[config.mk]
export PLATFORM = sky130hd
export DESIGN_NAME = rsu_ctrl_flat
export DESIGN_NICKNAME = d
export VERILOG_FILES = /design/src/sv/rsu_pkg.sv /design/src/sv/rsu_in_if.sv /design/src/sv/rsu_out_if.sv /design/src/sv/rsu_ctrl.sv /design/src/flat_wrapper.sv
export SDC_FILE = /design/constraint.sdc
export NUM_CORES = 1
export LEC_CHECK = 0
export BUFFER_PORTS_ARGS = -buffer_cell sky130_fd_sc_hd__buf_2
export CAP_MARGIN = 5
export CELL_PAD_IN_SITES_DETAIL_PLACEMENT = 1
export CELL_PAD_IN_SITES_GLOBAL_PLACEMENT = 1
export CORE_MARGIN = 10
export CORE_UTILIZATION = 42
export DETAILED_ROUTE_END_ITERATION = 6
export GPL_ROUTABILITY_DRIVEN = 1
export PLACE_DENSITY_LB_ADDON = 0.1
export SKIP_CTS_REPAIR_TIMING = 1
export SYNTH_ARGS = -nofsm -noshare
export SYNTH_HDL_FRONTEND = slang
export SYNTH_SLANG_ARGS = --single-unit
[constraint.sdc]
create_clock -name i_clk -period 20.6 [get_ports i_clk]
set_clock_uncertainty 0.15 [all_clocks]
set_input_delay 2.06 -clock i_clk [delete_from_list [all_inputs] [get_ports i_clk]]
set_output_delay 2.06 -clock i_clk [all_outputs]
set_load 0.02 [all_outputs]
[src/sv/rsu_pkg.sv]
// Package for the relative exception table sorter.
// Holds sizes, the controller state type and the memory write request.
// No dependencies.
package rsu_pkg;

    localparam int MAX_ENTRIES = 64;
    localparam int IDX_W       = $clog2(MAX_ENTRIES);
    localparam int CNT_W       = $clog2(MAX_ENTRIES + 1);
    localparam int KEY_W       = 64;
    localparam int DATA_W      = 32;
    localparam int SLOT_SHIFT  = 3;

    typedef enum logic [3:0] {
        ST_LOAD  = 4'b0001,
        ST_SCAN  = 4'b0010,
        ST_FETCH = 4'b0100,
        ST_EMIT  = 4'b1000
    } t_state;

    typedef struct packed {
        logic              en;
        logic [IDX_W-1:0]  addr;
        logic [KEY_W-1:0]  key;
        logic [DATA_W-1:0] insn;
        logic [DATA_W-1:0] fixup;
    } t_mem_wr;

endpackage

[src/sv/rsu_in_if.sv]
// Input item channel of the sorter: one table entry per item.
// Depends on rsu_pkg.
interface rsu_in_if;
    logic                       valid;
    logic                       ready;
    logic [rsu_pkg::DATA_W-1:0] insn_offset;
    logic [rsu_pkg::DATA_W-1:0] fixup_offset;
    logic                       last_entry;

    modport source (output valid, insn_offset, fixup_offset, last_entry, input ready);
    modport sink   (input valid, insn_offset, fixup_offset, last_entry, output ready);
endinterface

[src/sv/rsu_out_if.sv]
// Result item channel of the sorter: one rebased entry per item.
// Depends on rsu_pkg.
interface rsu_out_if;
    logic                       valid;
    logic                       ready;
    logic [rsu_pkg::DATA_W-1:0] sorted_insn;
    logic [rsu_pkg::DATA_W-1:0] sorted_fixup;
    logic                       final_out;
    logic                       overflowed;

    modport source (output valid, sorted_insn, sorted_fixup, final_out, overflowed,
                    input ready);
    modport sink   (input valid, sorted_insn, sorted_fixup, final_out, overflowed,
                    output ready);
endinterface

[src/sv/rsu_ctrl.sv]
// Sorter controller: loads entries, scans the key memory for the next
// smallest unemitted key, rebases and emits it. Depends on rsu_pkg,
// rsu_in_if and rsu_out_if.
module rsu_ctrl (
    input  logic                       i_clk,
    input  logic                       i_rst_n,
    input  logic [rsu_pkg::KEY_W-1:0]  i_section_base,
    rsu_in_if.sink                     i_in,
    rsu_out_if.source                  o_out,
    output rsu_pkg::t_mem_wr           o_wr,
    output logic [rsu_pkg::IDX_W-1:0]  o_rd_addr,
    input  logic [rsu_pkg::KEY_W-1:0]  i_rd_key,
    input  logic [rsu_pkg::DATA_W-1:0] i_rd_insn,
    input  logic [rsu_pkg::DATA_W-1:0] i_rd_fixup
);

    rsu_pkg::t_state                   r_state, n_state;
    logic [rsu_pkg::CNT_W-1:0]         r_count;
    logic                              r_ovf;
    logic [rsu_pkg::KEY_W-1:0]         r_prev_key;
    logic [rsu_pkg::IDX_W-1:0]         r_prev_idx;
    logic [rsu_pkg::CNT_W-1:0]         r_scan;
    logic                              r_chk;
    logic [rsu_pkg::IDX_W-1:0]         r_chk_idx;
    logic                              r_have;
    logic [rsu_pkg::KEY_W-1:0]         r_best_key;
    logic [rsu_pkg::IDX_W-1:0]         r_best_idx;
    logic [rsu_pkg::CNT_W-1:0]         r_dst;
    logic                              r_out_vld;
    logic [rsu_pkg::DATA_W-1:0]        r_out_insn;
    logic [rsu_pkg::DATA_W-1:0]        r_out_fixup;
    logic                              r_out_fin;
    logic                              r_out_ovf;

    logic                              in_acc;
    logic                              out_acc;
    logic                              has_room;
    logic                              issue;
    logic                              scan_done;
    logic                              after_prev;
    logic                              take;
    logic [rsu_pkg::DATA_W-1:0]        shift;

    assign in_acc    = i_in.valid && i_in.ready;
    assign out_acc   = r_out_vld && o_out.ready;
    assign has_room  = r_count < rsu_pkg::CNT_W'(rsu_pkg::MAX_ENTRIES);
    assign issue     = r_scan < r_count;
    assign scan_done = (r_state == rsu_pkg::ST_SCAN) && !issue && !r_chk;

    // candidate must follow the last emitted entry in (key, slot) order
    assign after_prev = (i_rd_key > r_prev_key)
                     || ((i_rd_key == r_prev_key) && (r_chk_idx > r_prev_idx));
    assign take       = r_chk && ((r_dst == '0) || after_prev)
                     && (!r_have || i_rd_key < r_best_key);

    // 8 * (origin - destination), wrapping at 32 bits
    assign shift = ({{(rsu_pkg::DATA_W-rsu_pkg::IDX_W){1'b0}}, r_best_idx}
                  - {{(rsu_pkg::DATA_W-rsu_pkg::IDX_W){1'b0}}, r_dst[rsu_pkg::IDX_W-1:0]})
                  << rsu_pkg::SLOT_SHIFT;

    assign i_in.ready = (r_state == rsu_pkg::ST_LOAD);

    assign o_wr.en    = in_acc && has_room;
    assign o_wr.addr  = r_count[rsu_pkg::IDX_W-1:0];
    assign o_wr.key   = i_section_base
                      + {{(rsu_pkg::KEY_W-rsu_pkg::IDX_W-rsu_pkg::SLOT_SHIFT){1'b0}},
                         r_count[rsu_pkg::IDX_W-1:0], {rsu_pkg::SLOT_SHIFT{1'b0}}}
                      + {{(rsu_pkg::KEY_W-rsu_pkg::DATA_W){i_in.insn_offset[rsu_pkg::DATA_W-1]}},
                         i_in.insn_offset};
    assign o_wr.insn  = i_in.insn_offset;
    assign o_wr.fixup = i_in.fixup_offset;

    assign o_rd_addr = scan_done ? r_best_idx : r_scan[rsu_pkg::IDX_W-1:0];

    assign o_out.valid        = r_out_vld;
    assign o_out.sorted_insn  = r_out_insn;
    assign o_out.sorted_fixup = r_out_fixup;
    assign o_out.final_out    = r_out_fin;
    assign o_out.overflowed   = r_out_ovf;

    always_comb begin
        n_state = r_state;
        case (r_state)
            rsu_pkg::ST_LOAD: begin
                if (in_acc && i_in.last_entry) n_state = rsu_pkg::ST_SCAN;
            end
            rsu_pkg::ST_SCAN: begin
                if (scan_done) n_state = rsu_pkg::ST_FETCH;
            end
            rsu_pkg::ST_FETCH: begin
                n_state = rsu_pkg::ST_EMIT;
            end
            rsu_pkg::ST_EMIT: begin
                if (out_acc) n_state = r_out_fin ? rsu_pkg::ST_LOAD : rsu_pkg::ST_SCAN;
            end
            default: n_state = rsu_pkg::ST_LOAD;
        endcase
    end

    always_ff @(posedge i_clk) begin
        if (!i_rst_n) begin
            r_state   <= rsu_pkg::ST_LOAD;
            r_count   <= '0;
            r_ovf     <= 1'b0;
            r_scan    <= '0;
            r_chk     <= 1'b0;
            r_have    <= 1'b0;
            r_dst     <= '0;
            r_out_vld <= 1'b0;
        end else begin
            r_state <= n_state;
            r_chk   <= (r_state == rsu_pkg::ST_SCAN) && issue;
            if (in_acc) begin
                if (has_room) r_count <= r_count + rsu_pkg::CNT_W'(1);
                else          r_ovf   <= 1'b1;
                r_scan <= '0;
                r_have <= 1'b0;
                r_dst  <= '0;
            end
            if ((r_state == rsu_pkg::ST_SCAN) && issue) r_scan <= r_scan + rsu_pkg::CNT_W'(1);
            if (take) r_have <= 1'b1;
            if (r_state == rsu_pkg::ST_FETCH) begin
                r_out_vld <= 1'b1;
            end
            if (out_acc) begin
                r_out_vld <= 1'b0;
                r_dst     <= r_dst + rsu_pkg::CNT_W'(1);
                r_scan    <= '0;
                r_have    <= 1'b0;
                if (r_out_fin) begin
                    r_count <= '0;
                    r_ovf   <= 1'b0;
                end
            end
        end
    end

    always_ff @(posedge i_clk) begin
        r_chk_idx <= r_scan[rsu_pkg::IDX_W-1:0];
        if (take) begin
            r_best_key <= i_rd_key;
            r_best_idx <= r_chk_idx;
        end
        if (r_state == rsu_pkg::ST_FETCH) begin
            r_prev_key  <= r_best_key;
            r_prev_idx  <= r_best_idx;
            r_out_insn  <= i_rd_insn + shift;
            r_out_fixup <= i_rd_fixup + shift;
            r_out_fin   <= (r_dst + rsu_pkg::CNT_W'(1)) == r_count;
            r_out_ovf   <= r_ovf;
        end
    end

endmodule
[src/flat_wrapper.sv]
// flat-port wrapper written by rule: the top's interface ports become plain ports
module rsu_ctrl_flat 
  (i_clk, i_rst_n, i_section_base, o_wr, o_rd_addr, i_rd_key, i_rd_insn, i_rd_fixup, i_in_valid, i_in_insn_offset, i_in_fixup_offset, i_in_last_entry, i_in_ready, o_out_valid, o_out_sorted_insn, o_out_sorted_fixup, o_out_final_out, o_out_overflowed, o_out_ready);
  rsu_in_if i_in_i ();
  rsu_out_if o_out_i ();
  input  logic i_clk;
  input  logic i_rst_n;
  input  logic [rsu_pkg::KEY_W-1:0] i_section_base;
  output rsu_pkg::t_mem_wr o_wr;
  output logic [rsu_pkg::IDX_W-1:0] o_rd_addr;
  input  logic [rsu_pkg::KEY_W-1:0] i_rd_key;
  input  logic [rsu_pkg::DATA_W-1:0] i_rd_insn;
  input  logic [rsu_pkg::DATA_W-1:0] i_rd_fixup;
  input wire logic [$bits(i_in_i.valid)-1:0] i_in_valid;
  input wire logic [$bits(i_in_i.insn_offset)-1:0] i_in_insn_offset;
  input wire logic [$bits(i_in_i.fixup_offset)-1:0] i_in_fixup_offset;
  input wire logic [$bits(i_in_i.last_entry)-1:0] i_in_last_entry;
  output wire logic [$bits(i_in_i.ready)-1:0] i_in_ready;
  output wire logic [$bits(o_out_i.valid)-1:0] o_out_valid;
  output wire logic [$bits(o_out_i.sorted_insn)-1:0] o_out_sorted_insn;
  output wire logic [$bits(o_out_i.sorted_fixup)-1:0] o_out_sorted_fixup;
  output wire logic [$bits(o_out_i.final_out)-1:0] o_out_final_out;
  output wire logic [$bits(o_out_i.overflowed)-1:0] o_out_overflowed;
  input wire logic [$bits(o_out_i.ready)-1:0] o_out_ready;
  assign i_in_i.valid = i_in_valid;
  assign i_in_i.insn_offset = i_in_insn_offset;
  assign i_in_i.fixup_offset = i_in_fixup_offset;
  assign i_in_i.last_entry = i_in_last_entry;
  assign i_in_ready = i_in_i.ready;
  assign o_out_valid = o_out_i.valid;
  assign o_out_sorted_insn = o_out_i.sorted_insn;
  assign o_out_sorted_fixup = o_out_i.sorted_fixup;
  assign o_out_final_out = o_out_i.final_out;
  assign o_out_overflowed = o_out_i.overflowed;
  assign o_out_i.ready = o_out_ready;
  rsu_ctrl u_core (.i_clk(i_clk), .i_rst_n(i_rst_n), .i_section_base(i_section_base), .i_in(i_in_i), .o_out(o_out_i), .o_wr(o_wr), .o_rd_addr(o_rd_addr), .i_rd_key(i_rd_key), .i_rd_insn(i_rd_insn), .i_rd_fixup(i_rd_fixup));
endmodule
---- Word level (Yosys, flattened, before mapping) ----
Cells that the tools add are included.
word-level totals
  bits in registers ....................... 241
  bits of input ports ..................... 261
  output and inout bits ................... 209
  logic and storage cells ................. 81
operators by class
  reduce and logical (&&, ||, !) cells .... 22
  equality and inequality tests ........... 9
  $lt $le $gt $ge ......................... 5
  add/sub/neg operators ................... 8
  bitwise logic cells ..................... 1
  mux-type cells .......................... 19
operators with widths
  cell                   count
  $add A32 B32 Y32       2
  $add A64 B64 Y64       1
  $add A64 B9 Y64        1
  $eq A64 B64 Y1         1
  $gt A64 B64 Y1         1
  $lt A64 B64 Y1         1
  $mux W7                7
  $add A7 B1 Y7 const B  3
  $pmux W4 S4            1
  $mux W4                3
  $logic_and A1 B1 Y1    10
  $eq A7 B7 Y1           1
  $logic_not A7 Y1       1
  $lt A7 B7 Y1           1
  $lt A7 B7 Y1 const B   1
  $sub A6 B6 Y7          1
  $gt A6 B6 Y1           1
  $mux W1                6
  $mux W6                1
  $reduce_bool A2 Y1     3
  $eq A4 B1 Y1 const B   1
  $eq A4 B2 Y1 const B   1
  $eq A4 B3 Y1 const B   1
  $eq A4 B4 Y1 const B   1
  8 further kinds        13

---- Logic depth before layout (Yosys ltp) ----
  depth after elaboration ................. 7
  mapped depth ............................ 20
  gate-level depth less buffers ........... 19

---- Least setup slack after synthesis ----
Ideal clock, no wire load.
  path kind ............................... register to register
  from .................................... register u_core.r_state[2]
  to ...................................... register u_core.r_out_fin (netlist: u_core.o_out.final_out), enable pin
  period minus slack after synthesis ...... 15.789 ns
  required time ........................... 19.433 ns
  slack ................................... 4.811 ns
  data arrival time ....................... 14.622 ns
  library setup time ...................... 1.017 ns
  buffers on the path ..................... 1
  stages on the path, launching flop included .. 3
  path through ............................ dfxtp_1 > clkbuf_1 > nor4b_1
on the way
  longest elaborated chain between the ends .. 1
RTL lines
  item                    RTL line         source
  from (decl)             rsu_ctrl.sv:17   rsu_pkg::t_state r_state, n_state;
  from (signal assigned)  rsu_ctrl.sv:102  r_state <= rsu_pkg::ST_LOAD;
  from (signal assigned)  rsu_ctrl.sv:111  r_state <= n_state;
  $eq A4 B3 Y1            rsu_ctrl.sv:144  if (r_state == rsu_pkg::ST_FETCH) begin
  to (signal assigned)    rsu_ctrl.sv:149  r_out_fin <= (r_dst + rsu_pkg::CNT_W'(1)) == r_count;
  to (decl)               rsu_ctrl.sv:32   logic r_out_fin;
Every way passes these cells.
A chain may end at the register's enable or synchronous reset.

==> flow_metrics.tcl <==
set metrics [dict create \
    track_usage_pct 22.0 \
    vias_per_cell 5.57 \
    switching_share_pct 32.7 \
    status "finished clean" \
    fin_crit_ns 8.22 \
    drcViolationCount 0 \
    cap_violations 0 \
    synth_fp_nets 2574 \
    hold_viol 0 \
    initialDrtViolationCount 718 \
    arrival_ns 6.01 \
    pin_count 470 \
    pwr-share-comb_pct 28.3 \
    async_reset_ff_share_pct 0 \
    critical_path_required_ns 18.39 \
    cts_buffers 30 \
    whs_ns 0.288 \
    setup_viol 0 \
    grt_max_degree 138 \
    yosys-top-cells-area "edfxtp_1 32%, ha_1 21%, a21oi_1 4.5%" \
    crit_fanout 4 \
    placementRows 78 \
    synthDistinctLibCells 76 \
    initial_utilization_pct 42.7 \
    routed-via-count 16397 \
    max-slew-margin-rel_pct 24.3 \
    grt_pass1_vias 17465 \
    nNetsFinal 2906 \
    power_frac_clock_pct 35.5 \
    irDropWorstVdd_v 0.0000680 \
    synth_top_area_share_pct 31.8 \
    numClockSinks 241 \
    grt_pass1_wl_mm 97.9 \
    overflow 0 \
    synth_cells 1979 \
    antenna_found_initial 22 \
    clockBufferDepth 3 \
    tritoncts "done" \
    p_per_area_nw_per_um2 65.0 \
    h-tree-depth 1 \
    die_w_um 235 \
    start_kind "primary input" \
    wl_mm 63.9 \
    final_core_util_pct 49.7 \
    min_path_type "reg2reg" \
    yosys_warnings 0 \
    core-area_sq_um 45600 \
    p_leak_uw 0.0107 \
    cts.clk_slew.worst_paths_ns 0.06 \
    p_sw_uw 481 \
    hpwl_mm 52.1 \
    numPlacedInstances 2879 \
    fillers 5279 \
    fin_cells 2944 \
    worst_pin_slew_ns 1.13 \
    worstSetupEndpointType "primary output" \
    timing_worst_setup_path_type "in2out" \
    synth-edff-count 206 \
    synth-main-ff-cell "edfxtp_1" \
    period_share_pct 39.9 \
    syn-cell-area_sq_um 19500 \
    synth.ff_latch_count 241 \
    avgSynthCellArea_sq_um 9.84 \
    io_buffers 405 \
    ant_nets 0 \
    root_buffer "clkbuf_16" \
    synth.largest_area_cell "edfxtp_1" \
    synth_sequential_area_ratio_pct 35.4 \
    pre_cts_ws_ns 12.44 \
    layout-drive-gt1-share_pct 20.4 \
    gp_congestion 0.884 \
    die_h_um 235 \
    max_freq_mhz 122 \
    maxSlewViolCount 0 \
    p_int_uw 990 \
    timing.setup.tns_ns 0 \
    wl_per_cell_um 21.7 \
    clock_latency_ns 0.59 \
    rsz0062_at_grt "false" \
    area_delta_synth_final_pct 16.2 \
    sequentialPowerShare_pct 36.2 \
    drt_first_pass_iters 5 \
    dieArea_sq_um 55400 \
    setup_slack_ns 12.38 \
]
worst max-delay path: stages:
cell and delay, ns:
buf_2 0.09, inv_1 0.05, fa_1 0.53, inv_1 0.04
ha_1 0.33, o21ai_0 0.14, nor4b_1 0.70, o2111ai_1 0.22
o211ai_1 0.26, o21ai_0 0.20, a21boi_1 0.41, a221o_1 0.31
a2111oi_0 0.12, nor3_1 0.31, buf_2 0.23
cells in the final DEF, fill, tap and decap left out, drive strengths merged, types with 10 or more instances in the layout:
| cell type | Yosys | layout |
|---|---|---|
| a31oi | 16 | 16 |
| a21o | 114 | 114 |
| o211ai | 12 | 12 |
| xnor2 | 89 | 89 |
| dfxtp | 35 | 35 |
| nand4 | 44 | 44 |
| xor2 | 35 | 35 |
| nor2 | 82 | 82 |
| or3 | 13 | 13 |
| nor3 | 33 | 33 |
| o21bai | 23 | 23 |
| inv | 201 | 201 |
| and3 | 25 | 25 |
| nor2b | 14 | 14 |
| clkbuf | 35 | 39 |
| nand2b | 20 | 20 |
| nand3 | 48 | 48 |
| nand2 | 86 | 86 |
| o21a | 15 | 15 |
| edfxtp | 206 | 206 |
| o21ai | 90 | 90 |
| diode | 0 | 10 |
| clkinv | 0 | 13 |
| a21oi | 174 | 174 |
| fa | 10 | 10 |
| buf | 73 | 408 |
| ha | 324 | 324 |
| and2 | 17 | 17 |
stage by stage:
stage,total power (uW),instance area (sq um)
5_1_grt,1540,22600
4_1_cts,1490,22600
3_5_place_dp,959,21600
2_1_floorplan,821,19500
3_3_place_gp,951,21600
6_report,1470,22600
final cells by class:
cell class / instances / area [sq um] / share of cell area, %
Multi-Input combinational cell: 1429 / 11200 / 49.4
Sequential cell: 241 / 6890 / 30.4
Timing Repair Buffer: 408 / 2060 / 9.11
Clock buffer: 39 / 785 / 3.47
Inverter: 201 / 754 / 3.33
Tap cell: 600 / 751 / 3.32
Clock inverter: 16 / 179 / 0.791
Antenna cell: 10 / 25.0 / 0.111
sequential cells by signal (all words and copies together) (netlist names):
register,cells
u_core.r_best_key,64
u_core.r_prev_key,64
u_core.o_out.sorted_fixup,32
u_core.o_out.sorted_insn,32
u_core.r_count,7
u_core.r_dst,7
u_core.r_scan,7
u_core.r_best_idx,6
u_core.r_chk_idx,6
u_core.r_prev_idx,6
u_core.r_state,4
u_core.o_out.final_out,1
u_core.o_out.overflowed,1
u_core.o_out.valid,1
u_core.r_chk,1
u_core.r_have,1
u_core.r_ovf,1
worst paths after layout:
kind | from | to | slack, ns | depth (start not counted)
setup / recovery | i_in_insn_offset[3] | o_wr[112] | 12.38 | 15
hold / removal | u_core.r_chk_idx[0] | u_core.r_best_idx[0] | 0.29 | 0
setup reg to reg | u_core.r_best_idx[0] | u_core.o_out.sorted_insn[29] | 15.17 | 20
hold reg to reg | u_core.r_chk_idx[0] | u_core.r_best_idx[0] | 0.29 | 0
cells in the mapped netlist, drive strengths merged (6+ instances only):
cell	n
a2111oi	7
a211o	6
a211oi	8
a21o	114
a21oi	174
a221oi	8
a31oi	16
and2	17
and3	25
and4	8
buf	73
clkbuf	35
dfxtp	35
edfxtp	206
fa	10
ha	324
inv	201
mux2	6
nand2	86
nand2b	20
nand3	48
nand4	44
nor2	82
nor2b	14
nor3	33
nor4	9
nor4b	6
o2111ai	7
o211ai	12
o21a	15
o21ai	90
o21bai	23
o31a	7
o31ai	6
or2	7
or3	13
xnor2	89
xor2	35
metal layers:
layer	vias up	part of all wire (%)	global-route usage (%)
met5	-	0.22	0
met4	22	3.0	6.76
met3	107	7.2	6.30
met2	380	49	38.6
met1	7980	41	25.3
li1	7908	-	-
power groups by stage:
stage,combinational (uW),clock [uW],sequential [uW]
after floorplan,279,0,542
after global placement,408,0,543
after detailed placement,416,0,543
after CTS,419,535,533
after global routing,456,556,533
final,416,523,533
logic make-up (layout without fill, tap and decap cells):
logic type	count (synthesis)	after routing	synth area share (%)
adders and majority gates	334	334	21.8
other	0	10	0
muxes	9	9	0.501
AOI/OAI and AO/OA	538	538	18.1
buffers and inverters	309	664	7.31
xor gates and xnor gates	124	124	5.58
DFF	241	241	35.4
and+or+nand+nor	424	424	11.3
(Power assumes the default switching activity.)
